## src/rtl/swtl_ram.sv

```systemverilog
`default_nettype none

module swtl_ram #(
  parameter int WIDTH = 8,
  parameter int DEPTH = 64
) (
  input  wire logic                                     clk,
  input  wire logic                                     we,
  input  wire logic [(DEPTH > 1 ? $clog2(DEPTH) : 1)-1:0] waddr,
  input  wire logic [WIDTH-1:0]                         wdata,
  input  wire logic [(DEPTH > 1 ? $clog2(DEPTH) : 1)-1:0] raddr,
  output logic      [WIDTH-1:0]                         rdata
);

  logic [WIDTH-1:0] mem [DEPTH];

  always_ff @(posedge clk) begin
    if (we) begin
      mem[waddr] <= wdata;
    end
    rdata <= mem[raddr];
  end

endmodule

`default_nettype wire

```

## config.mk

```make
export PLATFORM = sky130hd
export DESIGN_NAME = swtl_ram
export DESIGN_NICKNAME = d
export VERILOG_FILES = /design/src/rtl/swtl_ram.sv
export SDC_FILE = /design/constraint.sdc
export NUM_CORES = 1
export LEC_CHECK = 0
export ABC_CLOCK_PERIOD_IN_PS = 2050
export BUFFER_PORTS_ARGS = -buffer_cell sky130_fd_sc_hd__buf_2
export CAP_MARGIN = 20
export CORE_MARGIN = 2
export CORE_UTILIZATION = 45
export CTS_BUF_LIST = sky130_fd_sc_hd__clkbuf_4
export DETAILED_ROUTE_END_ITERATION = 16
export PLACE_DENSITY_LB_ADDON = 0.2
export SLEW_MARGIN = 20
export SYNTH_ARGS = -nofsm -noshare
export SYNTH_HDL_FRONTEND = slang
export SYNTH_SLANG_ARGS = --single-unit
```

## constraint.sdc

```tcl
create_clock -name clk -period 2.05 [get_ports clk]
set_input_delay 0.205 -clock clk [delete_from_list [all_inputs] [get_ports clk]]
set_output_delay 0.205 -clock clk [all_outputs]
set_load 0.02 [all_outputs]
```

# After elaboration in Yosys (flattened, before gate mapping)
# Memory sizes are Yosys's and may differ from the RTL's. A register that Yosys moved wholly into a read port is not among the register bits.
# Cells that the tools add are included.
[word_totals] register_bits=0 latch_bits=0 ramBits=512 mem_bits_ro=0 in_bits=22 out_inout_bits=8 wordCells=3 mem_count=1
[memory_table] memory="mem" words=64 width=8 read_ports=1 rd_clocked_by_memory_dff=1 write_ports=1 line="15" text="logic [WIDTH-1:0] mem [DEPTH];"
[op_classes] n_addsub=0 multipliers=0 div=0 order_cmp=0 eq_ne=0 shifts=0 mux=2 n_bitwise=0 reduce_logical=0
[ops] op="1-bit 2-to-1 mux" count=2

# Longest topological paths before layout
# Gate-level depths: netlist of the first run.
[depth] ltp_word=2 mapped_depth=9 mapped_depth_nobuf=5

# Least setup slack after synthesis of the first run
# OpenSTA, ideal clock, no wires.
[synth_timing] kind="input -> register" from="in raddr[1] (netlist bit)" to="reg rdata[3] (read register of mem)" setup_time_ps=128 arrival_time_ps=1745 t_required_ps=1922 path_slack_ps=177 path_stages=7 path_buffers=3 path_cell_list="buf_4 buf_2 buf_2 mux4_2 mux4_2 o21ai_1 o41ai_1"
[synth_lines] item="start, declared" line="11" text="input wire logic [(DEPTH > 1 ? $clog2(DEPTH) : 1)-1:0] raddr,"
[synth_lines] item="end, declared" line="12" text="output logic [WIDTH-1:0] rdata"

==> impl_metrics.tcl, run 1 <==
set metrics [dict create \
    outcome "finished, final reports clean" \
    yosysTopAreaCell "edfxtp_1" \
    skew_ps 27.2 \
    leakage_nw 8.10 \
    post-dp-hpwl_mm 30.0 \
    totalNegativeSetupSlack_ps 0 \
    ff2ff_setup_slack_ps 90 \
    hold_depth 4 \
    grt.total_usage_pct 21.2 \
    synth_ff_type "edfxtp_1" \
    portBuffers 29 \
    grt_first_pass_wirelength_mm 70.4 \
    vias_per_cell 5.49 \
    die-width_um 216 \
    critPathMaxFanout 1 \
    synthCells 940 \
    cts_root_buf "clkbuf_4" \
    gp_congestion 0.804 \
    rsz0062_at_grt "false" \
    synth_most_common_cell "edfxtp_1" \
    clkPwrFrac_pct 40.2 \
    worstRegToRegCells 5 \
    finalPower_mw 21.9 \
    switchingPower_mw 4.83 \
    synth_cell_types 40 \
    final-setup-viol-count 0 \
    reg2reg_from "mem[41][2]" \
    dr.pass1.iters 5 \
    finalCritPeriodShare_pct 95.6 \
    p_per_area_nw_per_um2 908 \
    pwr-share-comb_pct 5.9 \
    final_core_util_pct 54.6 \
    fmax_mhz 510 \
    nets 1264 \
    die_y_um 216 \
    syn_area_um2 20200 \
    synth.avg_cell_area_um2 21.5 \
    wl_per_cell_um 24.4 \
    end_kind "register" \
    report.final.slew_viol_count 0 \
    drc 0 \
    die_area_um2 46500 \
    synth_top_cells_by_area "edfxtp_1 (76%), mux4_2 (14%), nor2_1 (1.5%)" \
    r2r_end "rdata[2]" \
    antenna_found_initial 1 \
    cp.required_ps 2870 \
    hold_viol 0 \
    dr_total_vias 10600 \
    htreeDepth 4 \
    area_growth_pct 19.6 \
    worstMarginPinSlew_ps 766 \
    ys_ff_latch 520 \
    rows 77 \
    holdPathEnd "mem[63][5]" \
    start_kind "register" \
    yosysSeqAreaShare_pct 77.0 \
    drt_iter0_markers 1064 \
    yosys-top-cells-count "edfxtp_1 (512), mux4_2 (126), nor2_1 (83)" \
    max_slew_margin_pct 49.0 \
    core_area_um2 44200 \
    gr-total-overflow 0 \
    clk_path_buf_depth 3 \
    synth_edf_count 512 \
    grt_pass1_vias 11100 \
    period_needed_ps 1960 \
    ios 30 \
    cp-startpoint "mem[41][2]" \
    drv_cap 0 \
    cts_num_sinks 520 \
    final_cells 1932 \
    clkTransAtPathRegs_ps 60 \
    cp.arrival_ps 2780 \
    dp_cells 1674 \
    design_area_um2 24100 \
    routed_wl_mm 47.2 \
    internal_power_mw 17.1 \
    synth_nets 962 \
    holdCritStartpoint "waddr[4]" \
    swShare_pct 22.1 \
    cts_tree "built" \
    yosys_warnings 0 \
    ant_nets 0 \
    worst_hold_path_type "in2reg" \
    cts_buffers 135 \
    grt_max_degree 65 \
    pwr-share-seq_pct 53.9 \
    ir_worst_vdd_v 0.000497 \
    critPathKind "reg2reg" \
    start_util_pct 45.6 \
    yosysTopAreaCellShare_pct 76.2 \
    final_layout_size_suffix_gt1_share_pct 40.8 \
    place_area_um2 22200 \
    clk_latency_ps 940 \
    synth-async-reset-ratio_pct 0 \
]
==> power groups by stage <==
stage / sequential (mW) / combinational [mW] / clock, mW
after floorplan: 12.0 / 0.627 / 0
after global placement: 12.0 / 1.25 / 0
after detailed placement: 12.0 / 1.27 / 0
after CTS: 11.8 / 1.30 / 9.07
after global routing: 11.8 / 1.37 / 9.66
final: 11.8 / 1.28 / 8.81
==> area by class of cell <==
class	instances	area, um2
Tap cell	592	741
Antenna cell	3	7.51
Multi-Input combinational cell	369	4330
Clock buffer	196	1470
Clock inverter	36	219
Timing Repair Buffer	216	1820
Fill cell	3508	20100
Sequential cell	520	15500
==> metal layers <==
metal  GRT usage [%]  vias to the layer above  routed length [um]
li1                -                     4631                   -
met1            28.2                     5495               19600
met2            33.2                      421               23100
met3            6.06                       66                3520
met4            8.46                        0                 908
met5               0                        -                   0
==> flip-flops by register name, summed over array words and instances, names as in the netlist <==
name and count:
rdata 8, mem 512
==> cells by family after synthesis <==
group	share of synthesized area [%]
buf+inv	1.57
mux	15.9
flops	77.0
simple gates	3.39
compound gates	2.07
==> metrics by stage <==
step | hold slack (ps) | setup slack, ps
5_1_grt | 91.5 | 9.67
2_1_floorplan | 304 | 177
3_5_place_dp | 596 | -320
3_3_place_gp | 597 | -314
6_report | 81.9 | 90.3
4_1_cts | 0.830 | 11.0
==> worst max path at each step <==
stage | slack (ps) | depth (start not counted) | endpoint
global placement | -310 | 7 | rdata[7]
global route | 10 | 6 | rdata[6]
detailed placement | -320 | 7 | rdata[7]
finish | 90 | 5 | rdata[2]
floorplan | 180 | 7 | rdata[3]
CTS | 10 | 6 | rdata[6]
==> worst max-delay path, cell delays in order, from the launching register on <==
cell and delay [ps]:
edfxtp_1 360, mux4_2 490, mux2_2 320, a221oi_1 440, buf_4 190, o2bb2ai_1 60
==> repair_timing <==
| item | 4_1_cts | 5_1_grt |
|---|---|---|
| setup endpoints to repair | 1 | 3 |
| buffers inserted | 0 | 0 |
| resized for setup | 1 | 2 |
| hold endpoints to repair | 558 | 0 |
| pin swaps | 0 | 1 |
| hold buffers | 23 | 0 |
==> placed cells by master (no fill, tap or decap), types with 3 or more instances in the layout <==
cell type	count
edfxtp_1	512
clkbuf_4	196
buf_4	150
mux4_2	126
nor2_1	83
buf_2	26
mux2i_1	23
clkinv_1	23
dlygate4sd3_1	23
nand2_1	19
buf_12	16
nor2b_1	14
mux2_2	13
nand3_1	13
o221ai_1	8
o22ai_1	8
dfxtp_1	8
nand2b_1	7
inv_2	6
nor3_1	5
a221oi_1	5
a211oi_1	4
clkinv_2	4
diode_2	3
nand3b_1	3
a21oi_1	3
a22oi_1	3
o2111ai_1	3
o2bb2ai_1	3
bufinv_16	3
No activity file was read; power rests on OpenSTA's default activity.
==> run 2, diff against run 1 <==
Settings changed: CORE_UTILIZATION 45 to 65.
==> run 2 against run 1 <==
  * Critical endpoint is now rdata[6]
  * Final cell count is 11% lower
  * Clock skew is 35 ps higher
  * Clock-buffer cell count is 11 lower
  * Largest power group unchanged
==> impl_metrics.tcl, run 2 (synthesized netlist as in run 1, its figures left out) <==
set metrics [dict create \
    cp-startpoint "mem[25][6]" \
    gr-total-overflow 0 \
    end_kind "register" \
    cts_buffers 131 \
    grt_max_degree 41 \
    final_layout_size_suffix_gt1_share_pct 40.7 \
    grt.total_usage_pct 28.3 \
    drv_cap 0 \
    regMostFlops "mem" \
    drc 0 \
    area_growth_pct 17.2 \
    max_slew_margin_pct 46.1 \
    fmax_mhz 496 \
    cts_num_sinks 520 \
    wl_per_cell_um 25.8 \
    grt_pass1_vias 11000 \
    final-setup-viol-count 0 \
    post-dp-hpwl_mm 28.8 \
    cts_tree "built" \
    die-width_um 180 \
    reg.largest.list "mem (512), rdata (8)" \
    clk_latency_ps 820 \
    core_area_um2 30600 \
    portBuffers 29 \
    reg2reg_from "mem[25][6]" \
    skew_ps 62.2 \
    htreeDepth 4 \
    cp.arrival_ps 2680 \
    routed_wl_mm 44.2 \
    hold-worst-slack_ps 66.6 \
    largest_register_ffs 512 \
    start_kind "register" \
    p_per_area_nw_per_um2 898 \
    layout_commonest_cell "edfxtp_1" \
    ios 30 \
    die_area_um2 32500 \
    report.final.slew_viol_count 0 \
    vias_per_cell 6.27 \
    critPathKind "reg2reg" \
    outcome "finished, final reports clean" \
    grt_first_pass_wirelength_mm 66.4 \
    ir_worst_vdd_v 0.000705 \
    die_y_um 180 \
    worstMarginPinSlew_ps 809 \
    finalCritPeriodShare_pct 98.4 \
    cp.required_ps 2710 \
    drt_iter0_markers 1074 \
    rsz0062_at_grt "false" \
    clk_path_buf_depth 3 \
    post-cts-setup-buffers 0 \
    leakage_nw 7.95 \
    antenna_found_initial 5 \
    cts_root_buf "clkbuf_4" \
    worst_hold_path_type "in2reg" \
    period_needed_ps 2020 \
    start_util_pct 65.9 \
    final_core_util_pct 77.3 \
    hold_viol 0 \
    dr_total_vias 10700 \
    rows 64 \
    place_ws_ps -370 \
    dr.pass1.iters 5 \
    ant_nets 0 \
    clkTransAtPathRegs_ps 70 \
    holdCritStartpoint "wdata[1]" \
    gp_congestion 0.872 \
    nets 1248 \
    mostFrequentLayoutCells "edfxtp_1 (512), clkbuf_4 (185), buf_4 (149)" \
    setup_slack_ps 31.9 \
    critPathMaxFanout 1 \
    totalNegativeSetupSlack_ps 0 \
    fill_cells 1637 \
]
==> run 2: cell types whose count changed in the layout (fill, tap and decap cells not counted), sizes merged <==
cell	previous run	this run
diode	3	4
inv	6	3
buf	192	191
clkinv	27	23
bufinv	3	1
clkinvlp	0	6
clkbuf	197	186
dlygate4sd3	23	12
==> run 2: layer usage <==
layer | up-vias | GRT usage (%) | wire length [um]
met5 | - | 0 | 0
met4 | 0 | 11.5 | 1460
met3 | 106 | 7.48 | 4410
met2 | 597 | 43.3 | 21300
met1 | 5430 | 40.1 | 17000
li1 | 4590 | - | -
==> run 2: metrics by stage <==
step	instance area (um2)	power (mW)	std cells
finish	23600	21.2	1711
global route	23600	22.1	1709
CTS	23600	21.4	1707
detailed placement	21900	13.3	1477
global placement	21900	13.2	1477
floorplan	20200	12.7	940
==> run 2: worst max-delay path: stages, from the launching register on <==
cell	delay (ps)
edfxtp_1	390
mux4_2	470
mux2_2	280
o221a_2	270
nor3_2	260
o32ai_1	180
==> run 2: repair_timing <==
| action | 4_1_cts | 5_1_grt |
|---|---|---|
| endpoints found under the setup margin | 1 | 2 |
| gates cloned | 0 | 0 |
| pin swaps | 0 | 0 |
| hold buffers | 12 | 0 |
| resized for setup | 1 | 2 |
| endpoints found under the hold margin | 216 | 0 |
==> run 2: layout make-up <==
type	instances	area, um2	area share [%]
diodes	4	10.0	0.0423
repair buffers	204	1700	7.20
clock buffers	185	1390	5.87
clock inverters	33	184	0.778
well taps	396	495	2.10
multi-input cells	369	4330	18.3
flip-flops and latches	520	15500	65.7
==> run 2: worst paths after layout <==
path | slack [ps] | end | cells after the start
worst max-delay path | 30 | rdata[6] | 5
worst min-delay path | 70 | mem[29][1] | 1
worst max register to register | 30 | rdata[6] | 5
worst min register to register | 900 | rdata[0] | 4
==> run 2: power by group <==
| group | switching, mW | internal, mW |
|---|---|---|
| registers | 0.0361 | 11.8 |
| logic | 0.718 | 0.554 |
| clock network | 3.89 | 4.27 |
| total | 4.64 | 16.6 |
